[src/rtl/prtwa_pkg.sv]
// Shared types and constants for the peer rate table with aging.
// Holds the controller state type and the command and status structs
// that join the controller to the datapath. No dependencies.
`timescale 1ns / 1ps
`default_nettype none

package prtwa_pkg;

    localparam int KEY_W      = 32;
    localparam int RATE_W     = 24;
    localparam int TIME_W     = 32;
    localparam int SUM_W      = 32;
    localparam int FIELD_IX_W = 6;
    localparam int IN_DATA_W  = 88;
    localparam int OUT_DATA_W = 48;

    localparam logic [TIME_W-1:0] STALE_RESET = 32'd11000;

    // Action codes carried in the input tuser bit.
    localparam logic ACT_REPORT = 1'b0;
    localparam logic ACT_STATS  = 1'b1;

    typedef struct packed {
        logic [KEY_W-1:0]  key;
        logic [RATE_W-1:0] rate;
        logic [TIME_W-1:0] seen;
    } t_entry;

    typedef enum logic [2:0] {
        ST_IDLE,
        ST_DISPATCH,
        ST_RPT_SCAN,
        ST_SHIFT,
        ST_SUM,
        ST_DONE
    } t_state;

    typedef struct packed {
        logic accept;
        logic idx_zero;
        logic idx_pend1;
        logic step;
        logic hit_wr;
        logic app_wr;
        logic set_full;
        logic shift_wr;
        logic sum_acc;
        logic count_dec;
        logic pend_clr;
        logic mark_save;
        logic out_load;
    } t_cmd;

    typedef struct packed {
        logic is_stats;
        logic scan_more;
        logic tag_v;
        logic key_hit;
        logic table_room;
        logic remove_ok;
        logic out_busy;
    } t_status;

endpackage

`default_nettype wire

[src/rtl/prtwa_ctrl.sv]
// Controller for the peer rate table: sequences report scans, stale
// entry removal and the statistics pass. Depends on prtwa_pkg.
`timescale 1ns / 1ps
`default_nettype none

module prtwa_ctrl (
    input  wire               i_clk,
    input  wire               i_rst_n,
    input  wire               i_s_valid,
    output logic              o_s_ready,
    input  prtwa_pkg::t_status i_status,
    output prtwa_pkg::t_cmd   o_cmd
);

    prtwa_pkg::t_state r_state;
    prtwa_pkg::t_state n_state;

    always_ff @(posedge i_clk) begin
        if (!i_rst_n) begin
            r_state <= prtwa_pkg::ST_IDLE;
        end else begin
            r_state <= n_state;
        end
    end

    always_comb begin
        n_state   = r_state;
        o_cmd     = '0;
        o_s_ready = 1'b0;
        case (r_state)
            prtwa_pkg::ST_IDLE: begin
                o_s_ready = 1'b1;
                if (i_s_valid) begin
                    o_cmd.accept = 1'b1;
                    n_state      = prtwa_pkg::ST_DISPATCH;
                end
            end
            prtwa_pkg::ST_DISPATCH: begin
                if (!i_status.is_stats) begin
                    o_cmd.idx_zero = 1'b1;
                    n_state        = prtwa_pkg::ST_RPT_SCAN;
                end else begin
                    o_cmd.pend_clr = 1'b1;
                    if (i_status.remove_ok) begin
                        o_cmd.idx_pend1 = 1'b1;
                        n_state         = prtwa_pkg::ST_SHIFT;
                    end else begin
                        o_cmd.idx_zero = 1'b1;
                        n_state        = prtwa_pkg::ST_SUM;
                    end
                end
            end
            prtwa_pkg::ST_RPT_SCAN: begin
                if (i_status.key_hit) begin
                    o_cmd.hit_wr = 1'b1;
                    n_state      = prtwa_pkg::ST_DONE;
                end else if (!i_status.tag_v && !i_status.scan_more) begin
                    if (i_status.table_room) begin
                        o_cmd.app_wr = 1'b1;
                    end else begin
                        o_cmd.set_full = 1'b1;
                    end
                    n_state = prtwa_pkg::ST_DONE;
                end else begin
                    o_cmd.step = 1'b1;
                end
            end
            prtwa_pkg::ST_SHIFT: begin
                o_cmd.shift_wr = 1'b1;
                if (!i_status.tag_v && !i_status.scan_more) begin
                    o_cmd.count_dec = 1'b1;
                    o_cmd.idx_zero  = 1'b1;
                    n_state         = prtwa_pkg::ST_SUM;
                end else begin
                    o_cmd.step = 1'b1;
                end
            end
            prtwa_pkg::ST_SUM: begin
                o_cmd.sum_acc = 1'b1;
                if (!i_status.tag_v && !i_status.scan_more) begin
                    o_cmd.mark_save = 1'b1;
                    n_state         = prtwa_pkg::ST_DONE;
                end else begin
                    o_cmd.step = 1'b1;
                end
            end
            prtwa_pkg::ST_DONE: begin
                if (!i_status.out_busy) begin
                    o_cmd.out_load = 1'b1;
                    n_state        = prtwa_pkg::ST_IDLE;
                end
            end
            default: begin
                n_state = prtwa_pkg::ST_IDLE;
            end
        endcase
    end

endmodule

`default_nettype wire

[src/rtl/prtwa_dpath.sv]
// Datapath for the peer rate table: entry memory, count and removal mark,
// scan pointer, rate accumulator, age compare and result register.
// Depends on prtwa_pkg; driven by prtwa_ctrl through t_cmd.
`timescale 1ns / 1ps
`default_nettype none

module prtwa_dpath #(
    parameter int TABLE_ENTRIES = 32
) (
    input  wire                                 i_clk,
    input  wire                                 i_rst_n,
    input  wire  [prtwa_pkg::IN_DATA_W-1:0]     i_s_data,
    input  wire                                 i_s_action,
    input  wire                                 i_cfg_valid,
    input  wire  [prtwa_pkg::TIME_W-1:0]        i_cfg_data,
    input  wire                                 i_m_ready,
    output logic                                o_m_valid,
    output logic [prtwa_pkg::OUT_DATA_W-1:0]    o_m_data,
    input  prtwa_pkg::t_cmd                     i_cmd,
    output prtwa_pkg::t_status                  o_status
);

    localparam int AW = (TABLE_ENTRIES > 1) ? $clog2(TABLE_ENTRIES) : 1;
    localparam int CW = $clog2(TABLE_ENTRIES + 1);

    prtwa_pkg::t_entry r_mem [TABLE_ENTRIES];
    prtwa_pkg::t_entry r_rd;

    logic [prtwa_pkg::KEY_W-1:0]      r_key;
    logic [prtwa_pkg::RATE_W-1:0]     r_rate;
    logic [prtwa_pkg::TIME_W-1:0]     r_now;
    logic                             r_stats;
    logic [CW-1:0]                    r_count;
    logic [CW-1:0]                    r_pend;
    logic                             r_pend_v;
    logic [CW-1:0]                    r_idx;
    logic [CW-1:0]                    r_tag;
    logic                             r_tag_v;
    logic [prtwa_pkg::SUM_W-1:0]      r_sum;
    logic                             r_found;
    logic [CW-1:0]                    r_mark;
    logic [CW-1:0]                    r_res_idx;
    logic                             r_res_new;
    logic                             r_res_full;
    logic [prtwa_pkg::TIME_W-1:0]     r_stale_cfg;
    logic                             r_out_valid;
    logic [prtwa_pkg::OUT_DATA_W-1:0] r_out_data;

    logic                             scan_more;
    logic                             we;
    logic [AW-1:0]                    wr_addr;
    prtwa_pkg::t_entry                wr_data;
    logic [CW-1:0]                    tag_m1;
    logic [CW-1:0]                    pend_p1;
    logic [prtwa_pkg::TIME_W-1:0]     age;
    logic                             is_stale;
    logic [prtwa_pkg::SUM_W:0]        sum_wide;
    logic [prtwa_pkg::SUM_W-1:0]      sum_sat;

    assign scan_more = (r_idx < r_count);
    assign tag_m1    = r_tag - CW'(1);
    assign pend_p1   = r_pend + CW'(1);

    // During compaction the entry read from slot n is written back to n-1.
    always_comb begin
        we      = i_cmd.hit_wr | i_cmd.app_wr | (i_cmd.shift_wr & r_tag_v);
        wr_data = '{key: r_key, rate: r_rate, seen: r_now};
        if (i_cmd.hit_wr) begin
            wr_addr = r_tag[AW-1:0];
        end else if (i_cmd.app_wr) begin
            wr_addr = r_count[AW-1:0];
        end else begin
            wr_addr = tag_m1[AW-1:0];
            wr_data = r_rd;
        end
    end

    assign age      = r_now - r_rd.seen;
    assign is_stale = (age >= r_stale_cfg);
    assign sum_wide = {1'b0, r_sum} + (prtwa_pkg::SUM_W + 1)'(r_rd.rate);
    assign sum_sat  = sum_wide[prtwa_pkg::SUM_W] ? '1 : sum_wide[prtwa_pkg::SUM_W-1:0];

    always_ff @(posedge i_clk) begin
        if (we) begin
            r_mem[wr_addr] <= wr_data;
        end
        if (i_cmd.step && scan_more) begin
            r_rd <= r_mem[r_idx[AW-1:0]];
        end
    end

    // Control state.
    always_ff @(posedge i_clk) begin
        if (!i_rst_n) begin
            r_count     <= '0;
            r_pend_v    <= 1'b0;
            r_tag_v     <= 1'b0;
            r_out_valid <= 1'b0;
            r_stale_cfg <= prtwa_pkg::STALE_RESET;
        end else begin
            if (i_cfg_valid) begin
                r_stale_cfg <= i_cfg_data;
            end
            if (i_cmd.app_wr) begin
                r_count <= r_count + CW'(1);
            end else if (i_cmd.count_dec) begin
                r_count <= r_count - CW'(1);
            end
            if (i_cmd.pend_clr) begin
                r_pend_v <= 1'b0;
            end else if (i_cmd.mark_save && r_found) begin
                r_pend_v <= 1'b1;
            end
            if (i_cmd.accept || i_cmd.idx_zero || i_cmd.idx_pend1) begin
                r_tag_v <= 1'b0;
            end else if (i_cmd.step) begin
                r_tag_v <= scan_more;
            end
            if (i_cmd.out_load) begin
                r_out_valid <= 1'b1;
            end else if (i_m_ready) begin
                r_out_valid <= 1'b0;
            end
        end
    end

    // Payload registers.
    always_ff @(posedge i_clk) begin
        if (i_cmd.accept) begin
            r_key      <= i_s_data[prtwa_pkg::KEY_W-1:0];
            r_rate     <= i_s_data[prtwa_pkg::KEY_W +: prtwa_pkg::RATE_W];
            r_now      <= i_s_data[prtwa_pkg::KEY_W + prtwa_pkg::RATE_W +: prtwa_pkg::TIME_W];
            r_stats    <= i_s_action;
            r_sum      <= '0;
            r_found    <= 1'b0;
            r_mark     <= '0;
            r_res_idx  <= '0;
            r_res_new  <= 1'b0;
            r_res_full <= 1'b0;
        end
        if (i_cmd.idx_zero) begin
            r_idx <= '0;
        end else if (i_cmd.idx_pend1) begin
            r_idx <= pend_p1;
        end else if (i_cmd.step && scan_more) begin
            r_idx <= r_idx + CW'(1);
            r_tag <= r_idx;
        end
        if (i_cmd.mark_save && r_found) begin
            r_pend <= r_mark;
        end
        if (i_cmd.hit_wr) begin
            r_res_idx <= r_tag;
        end
        if (i_cmd.app_wr) begin
            r_res_idx <= r_count;
            r_res_new <= 1'b1;
        end
        if (i_cmd.set_full) begin
            r_res_full <= 1'b1;
        end
        if (i_cmd.sum_acc && r_tag_v) begin
            r_sum <= sum_sat;
            if (is_stale) begin
                r_found <= 1'b1;
                r_mark  <= r_tag;
            end
        end
        if (i_cmd.out_load) begin
            r_out_data <= {1'b0, r_found, r_sum, prtwa_pkg::FIELD_IX_W'(r_count),
                           r_res_full, r_res_new, prtwa_pkg::FIELD_IX_W'(r_res_idx)};
        end
    end

    assign o_m_valid = r_out_valid;
    assign o_m_data  = r_out_data;

    always_comb begin
        o_status.is_stats   = (r_stats == prtwa_pkg::ACT_STATS);
        o_status.scan_more  = scan_more;
        o_status.tag_v      = r_tag_v;
        o_status.key_hit    = r_tag_v && (r_rd.key == r_key);
        o_status.table_room = (r_count < CW'(TABLE_ENTRIES));
        o_status.remove_ok  = r_pend_v && (r_pend < r_count);
        o_status.out_busy   = r_out_valid && !i_m_ready;
    end

endmodule

`default_nettype wire

[src/rtl/peer_rate_table_with_aging.sv]
// Top level of the peer rate table with aging.
// Joins prtwa_ctrl and prtwa_dpath; uses prtwa_pkg.
`timescale 1ns / 1ps
`default_nettype none

// Usage:
// An input item enters on the s_axis channel; s_axis_tuser selects a peer
// report (0) or a statistics request (1). Each item gives exactly one result
// item on the m_axis channel. The stale threshold in ms is written through the
// i_cfg channel, which is always ready; write it only while the block is idle.
// A report scans the N stored entries one per cycle through the single read
// port of the entry memory. A key found at slot k ends the scan there; a new
// or dropped key is known only after all N entries are read. A statistics
// request first closes up the order after a marked entry at slot P and then
// sums rates and checks ages over all entries, one per cycle.
// One item is in work at a time; s_axis_tready is high only while idle.
// Results sit in an output register, so the next item is taken while the last
// result still waits. If m_axis_tready stays low, a finished second item holds
// until the register frees. Synchronous reset empties the table, clears the
// stale mark and loads the threshold with 11000; the memory needs no clearing,
// as only entries below the count are read.
module peer_rate_table_with_aging #(
    parameter int TABLE_ENTRIES = 32
) (
    input  wire         i_clk,
    input  wire         i_rst_n,
    input  wire         s_axis_tvalid,
    output logic        s_axis_tready,
    // peer_address [31:0], hash_rate [55:32], now_ms [87:56]
    input  wire  [87:0] s_axis_tdata,
    // action [0]
    input  wire  [0:0]  s_axis_tuser,
    output logic        m_axis_tvalid,
    input  wire         m_axis_tready,
    // entry_index [5:0], was_new [6], table_full [7], peer_count [13:8],
    // rate_total [45:14], stale_found [46], zero [47]
    output logic [47:0] m_axis_tdata,
    input  wire         i_cfg_valid,
    output logic        o_cfg_ready,
    input  wire  [31:0] i_cfg_data
);

    prtwa_pkg::t_cmd    cmd;
    prtwa_pkg::t_status status;

    assign o_cfg_ready = 1'b1;

    prtwa_ctrl u_ctrl (
        .i_clk     (i_clk),
        .i_rst_n   (i_rst_n),
        .i_s_valid (s_axis_tvalid),
        .o_s_ready (s_axis_tready),
        .i_status  (status),
        .o_cmd     (cmd)
    );

    prtwa_dpath #(
        .TABLE_ENTRIES (TABLE_ENTRIES)
    ) u_dpath (
        .i_clk       (i_clk),
        .i_rst_n     (i_rst_n),
        .i_s_data    (s_axis_tdata),
        .i_s_action  (s_axis_tuser[0]),
        .i_cfg_valid (i_cfg_valid),
        .i_cfg_data  (i_cfg_data),
        .i_m_ready   (m_axis_tready),
        .o_m_valid   (m_axis_tvalid),
        .o_m_data    (m_axis_tdata),
        .i_cmd       (cmd),
        .o_status    (status)
    );

`ifndef SYNTHESIS
    a_append_room: assert property (@(posedge i_clk) disable iff (!i_rst_n)
        cmd.app_wr |-> status.table_room)
        else $error("append issued with the table full");

    a_load_free: assert property (@(posedge i_clk) disable iff (!i_rst_n)
        cmd.out_load |-> !status.out_busy)
        else $error("result loaded over an unsent result");

    a_one_in_work: assert property (@(posedge i_clk) disable iff (!i_rst_n)
        (s_axis_tvalid && s_axis_tready) |=> !s_axis_tready)
        else $error("new item taken while one is in work");

    a_hit_valid: assert property (@(posedge i_clk) disable iff (!i_rst_n)
        cmd.hit_wr |-> status.tag_v)
        else $error("key hit without valid read data");
`endif

endmodule

`default_nettype wire
[config.mk]
export PLATFORM = sky130hd
export DESIGN_NAME = peer_rate_table_with_aging
export DESIGN_NICKNAME = d
export VERILOG_FILES = /design/src/rtl/prtwa_pkg.sv /design/src/rtl/prtwa_ctrl.sv /design/src/rtl/prtwa_dpath.sv /design/src/rtl/peer_rate_table_with_aging.sv
export SDC_FILE = /design/constraint.sdc
export NUM_CORES = 2
export LEC_CHECK = 0
export BUFFER_PORTS_ARGS = -buffer_cell sky130_fd_sc_hd__clkbuf_2
export CORE_ASPECT_RATIO = 0.7
export CORE_MARGIN = 2
export CORE_UTILIZATION = 35
export DETAILED_ROUTE_END_ITERATION = 6
export PLACE_DENSITY = 0.55
export SETUP_SLACK_MARGIN = 0.2
export SLEW_MARGIN = 10
export SYNTH_ARGS = -nofsm -noshare
export SYNTH_HDL_FRONTEND = slang
export SYNTH_HIERARCHICAL = 1
export SYNTH_SLANG_ARGS = --single-unit
[constraint.sdc]
create_clock -name i_clk -period 6.9 [get_ports i_clk]
set_input_delay 0.345 -clock i_clk [delete_from_list [all_inputs] [get_ports i_clk]]
set_output_delay 0.345 -clock i_clk [all_outputs]
set_load 0.005 [all_outputs]
==> results by group <==
Timing
  – Final Cycle Share: 75.5%
  – Max_slew headroom: 11.0%
  – RSZ-0062 raised after global routing: false
  – Final setup violating endpoints: 0
  – Tightest Pin Transition: 1.34 ns
  – Max-slew violation count: 0
  – FMAX: 192 MHz
  – Fin crit period: 5.21 ns
  – Setup ws final: 1.69 ns
  – Final hold vios: 0
  – Clock Skew: 0.0603 ns

Worst hold path
  – Hold Path Depth: 2
  – HP Start: s_axis_tdata[86]
  – Hold endpoint: u_dpath/r_now[30]
  – Hold Crit Class: in -> reg

Detailed routing
  – 1st-pass router iterations: 7
  – Initial DRC count: 7537
  – Drt drc: 0
  – Via Count: 59788
  – Wire per inst: 29.8 µm
  – Avg Vias per Cell: 5.41
  – Routed Antenna Nets: 0
  – Final wirelength: 329 mm

Clocking
  – Clock sinks: 3149
  – Htree depth: 5
  – Post-CTS resize count: 0
  – Clk slew on worst S/H paths: 0.06 ns
  – Post-CTS setup buffers: 0
  – Root buffer cell: clkbuf_16
  – CTS Buf Count: 307
  – Clock latency on the worst-skew pair: 0.90 ns
  – CTS tree: yes
  – Clk buf depth: 4

Finish
  – Fin nets: 6345
  – Share of layout cells above drive strength 1: 32.6%
  – Layout Cells excl Fill: 11050
  – Most frequent cells in the layout: edfxtp_1, mux4_2, clkbuf_16, buf_12, mux2_2
  – Area grow syn2layout: 18.1%
  – Most common cell after layout, fill and taps aside: edfxtp_1

Power and ir drop
  – P per Cell Area: 293 nW/µm²
  – Peak VDD IR: 0.217 mV
  – Pleak: 44.9 nW

Synthesis
  – Mapped Cells: 5406
  – Syn_area_per_cell: 22.8 µm²
  – Sequential area share after synthesis: 76.3%
  – Number of synthesized flops with an enable pin: 3090
  – Cell Area, Synth: 123000 µm²
  – FF+latch count, synth: 3149
  – Post-synth top flop: edfxtp_1
  – Synth unique cells: 77
  – Yosys warns: 6
  – Async SR Flop Fraction: 0%
  – Synthesized netlist net count: 5638

Place
  – Gp weighted congestion: 0.806
  – Placed cell count: 10363
  – DPL Wire Length: 203 mm
  – Input/output buffers: 174
  – Pre-CTS WS: 1.64 ns

Worst setup path
  – CP bufs+invs: 4
  – CP Max Fanout: 33
  – CP cell instances: nand2b_1, a21o_1, a21o_1, a21o_1, a21o_1, a21oi_1, nor2_1, nand3_1, nor2_1, inv_1, buf_4, a21oi_1, o22a_1, and2_1, nand2b_1, nor2_4, buf_12, buf_12
  – R2R depth: 18
  – Crit Path Class: reg -> reg
  – Worst R2R Start: u_dpath/r_idx[0]
  – Setup crit end kind: register
  – Family with the most delay on the worst path: simple AND/OR/NAND/NOR gates
  – R2R Setup Slk: 1.69 ns
  – Crit start category: register
  – CP max stage cell: dfxtp_4
  – Crit-path max cell delay: 0.83 ns
  – CP required: 7.46 ns
  – Crit Reg-Reg Endpoint: u_dpath/r_mem[17][50]
  – Arrival time worst endpoint: 5.76 ns
  – CP most frequent cell: a21o_1

Floorplan
  – Number of primary I/O pins: 177
  – # rows: 182
  – Die X: 713 µm
  – Vert. Die Dim: 500 µm
  – Starting density of the core: 35.1%
  – Die area: 357000 µm²
  – Core area: 351000 µm²

Job
  – Max_cap viols: 0

Global routing
  – GR Util All Layers: 18.2%
  – Initial antenna violation count: 22
  – First-pass GRT wire length: 467 mm
  – Pin count of the biggest net entering global routing: 136
  – Number of global-route vias before repair: 59666
  – Grt ovf: 0

Outcome
  – Status: finished, final reports clean
## where the power goes
group / internal [W] / total (W) / switching, W / leakage [nW]
Clock: 0.00961 / 0.0169 / 0.00732 / 4.81
Sequential: 0.0216 / 0.0218 / 0.000216 / 28.4
Combinational: 0.00158 / 0.00387 / 0.00229 / 11.7
Total: 0.0328 / 0.0426 / 0.00983 / 44.9
## layer usage
layer / global-route usage (%) / vias up / wire (µm)
li1: - / 24320 / -
met1: 28.9 / 32735 / 156000
met2: 26.3 / 2379 / 144000
met3: 3.35 / 350 / 24800
met4: 2.97 / 4 / 4720
met5: 0.0134 / - / 27
## final cells by class
| cell class | instances | area, µm² |
|---|---|---|
| well taps | 4692 | 5870 |
| multi-input cells | 1902 | 28100 |
| fillers | 30160 | 205000 |
| clock buffers | 375 | 8070 |
| clock inverters | 174 | 1840 |
| flip-flops and latches | 3149 | 94000 |
| diodes | 5 | 12.5 |
| repair buffers | 650 | 7320 |
| inverters | 103 | 387 |
## synth_stat cells, types with 3 or more instances
library cell	n	area, µm²
ha_1	103	1290
o21bai_1	8	60.1
a211oi_1	17	128
clkbuf_1	153	574
o21a_1	10	75.1
o22ai_1	5	31.3
inv_1	102	383
xor2_1	27	236
nand2b_1	14	87.6
xnor2_1	69	604
edfxtp_1	3090	92800
a21oi_1	105	526
nor3_1	12	60.1
a311oi_1	3	26.3
mux2i_1	30	300
o31ai_1	6	45.0
o211ai_1	11	82.6
mux4_2	880	19800
and3_1	9	56.3
o21ai_0	37	185
nor2_1	113	424
or3_1	4	25.0
nor2b_1	16	100
mux2_2	179	2020
nor3b_1	3	22.5
buf_6	3	33.8
buf_2	42	210
and2_1	12	75.1
fa_1	3	60.1
nor4_1	3	18.8
o21ai_1	7	35.0
buf_4	9	67.6
nand2_1	67	251
dfxtp_1	59	1180
nand4_1	18	113
nand3_1	15	75.1
a31o_2	3	26.3
a21o_1	54	405
buf_1	44	165
nand3b_1	3	22.5
a31oi_1	9	56.3
## through the flow
stage	TNS (ns)	total power [W]	cell area [µm²]	util [%]	hold WS, ns
global placement	0	0.0260	134000	38.3	0.409
finish	0	0.0426	146000	41.5	0.161
detailed placement	0	0.0261	134000	38.3	0.408
floorplan	-666.65	0.0247	123000	-	0.400
CTS	0	0.0430	146000	41.5	0.0846
global route	0	0.0440	146000	41.5	0.119
## flip-flops by register name, indices dropped and copies added, names as in the netlist
register,cells
u_dpath/r_mem,2816
u_dpath/r_rd,88
u_dpath/o_m_data,47
u_dpath/r_key,32
u_dpath/r_now,32
u_dpath/r_stale_cfg,32
u_dpath/r_sum,32
u_dpath/r_rate,24
u_dpath/r_count,6
u_dpath/r_idx,6
u_dpath/r_mark,6
u_dpath/r_pend,6
u_dpath/r_res_idx,6
u_dpath/r_tag,6
u_ctrl/r_state,3
u_dpath/o_m_valid,1
u_dpath/r_found,1
u_dpath/r_pend_v,1
u_dpath/r_res_full,1
u_dpath/r_res_new,1
u_dpath/r_stats,1
u_dpath/r_tag_v,1
## how the worst max path moves through the flow
| stage | startpoint | to | slack, ns | depth (start not counted) |
|---|---|---|---|---|
| 5_1_grt | u_dpath/r_idx[0] | u_dpath/r_mem[20][51] | 1.34 | 18 |
| 4_1_cts | u_dpath/r_rd[66] | u_dpath/r_mem[30][9] | 1.57 | 17 |
| 2_1_floorplan | u_dpath/r_count[1] | u_dpath/r_mem[10][0] | -0.31 | 18 |
| 6_report | u_dpath/r_idx[0] | u_dpath/r_mem[17][50] | 1.69 | 18 |
| 3_5_place_dp | u_dpath/r_rd[60] | u_dpath/r_mem[30][15] | 1.64 | 17 |
| 3_3_place_gp | u_dpath/r_rd[61] | u_dpath/r_mem[30][15] | 1.61 | 17 |
## repair_timing
action                                  4_1_cts  5_1_grt
hold buffers                                133        0
endpoints found under the hold margin       140        0
endpoints found under the setup margin        0        0
## cells by family after synthesis
kind of cell	Yosys count	synth area share (%)
AO/OA/AOI/OAI	309	1.65
XOR/XNOR	96	0.682
adder cells (fa/ha/maj)	106	1.09
buffers and inverters	355	1.18
flip-flops	3149	76.3
multiplexers	1089	18.0
other	2	0.00610
AND/OR/NAND/NOR	300	1.15
No activity file was read; power rests on OpenSTA's default activity.
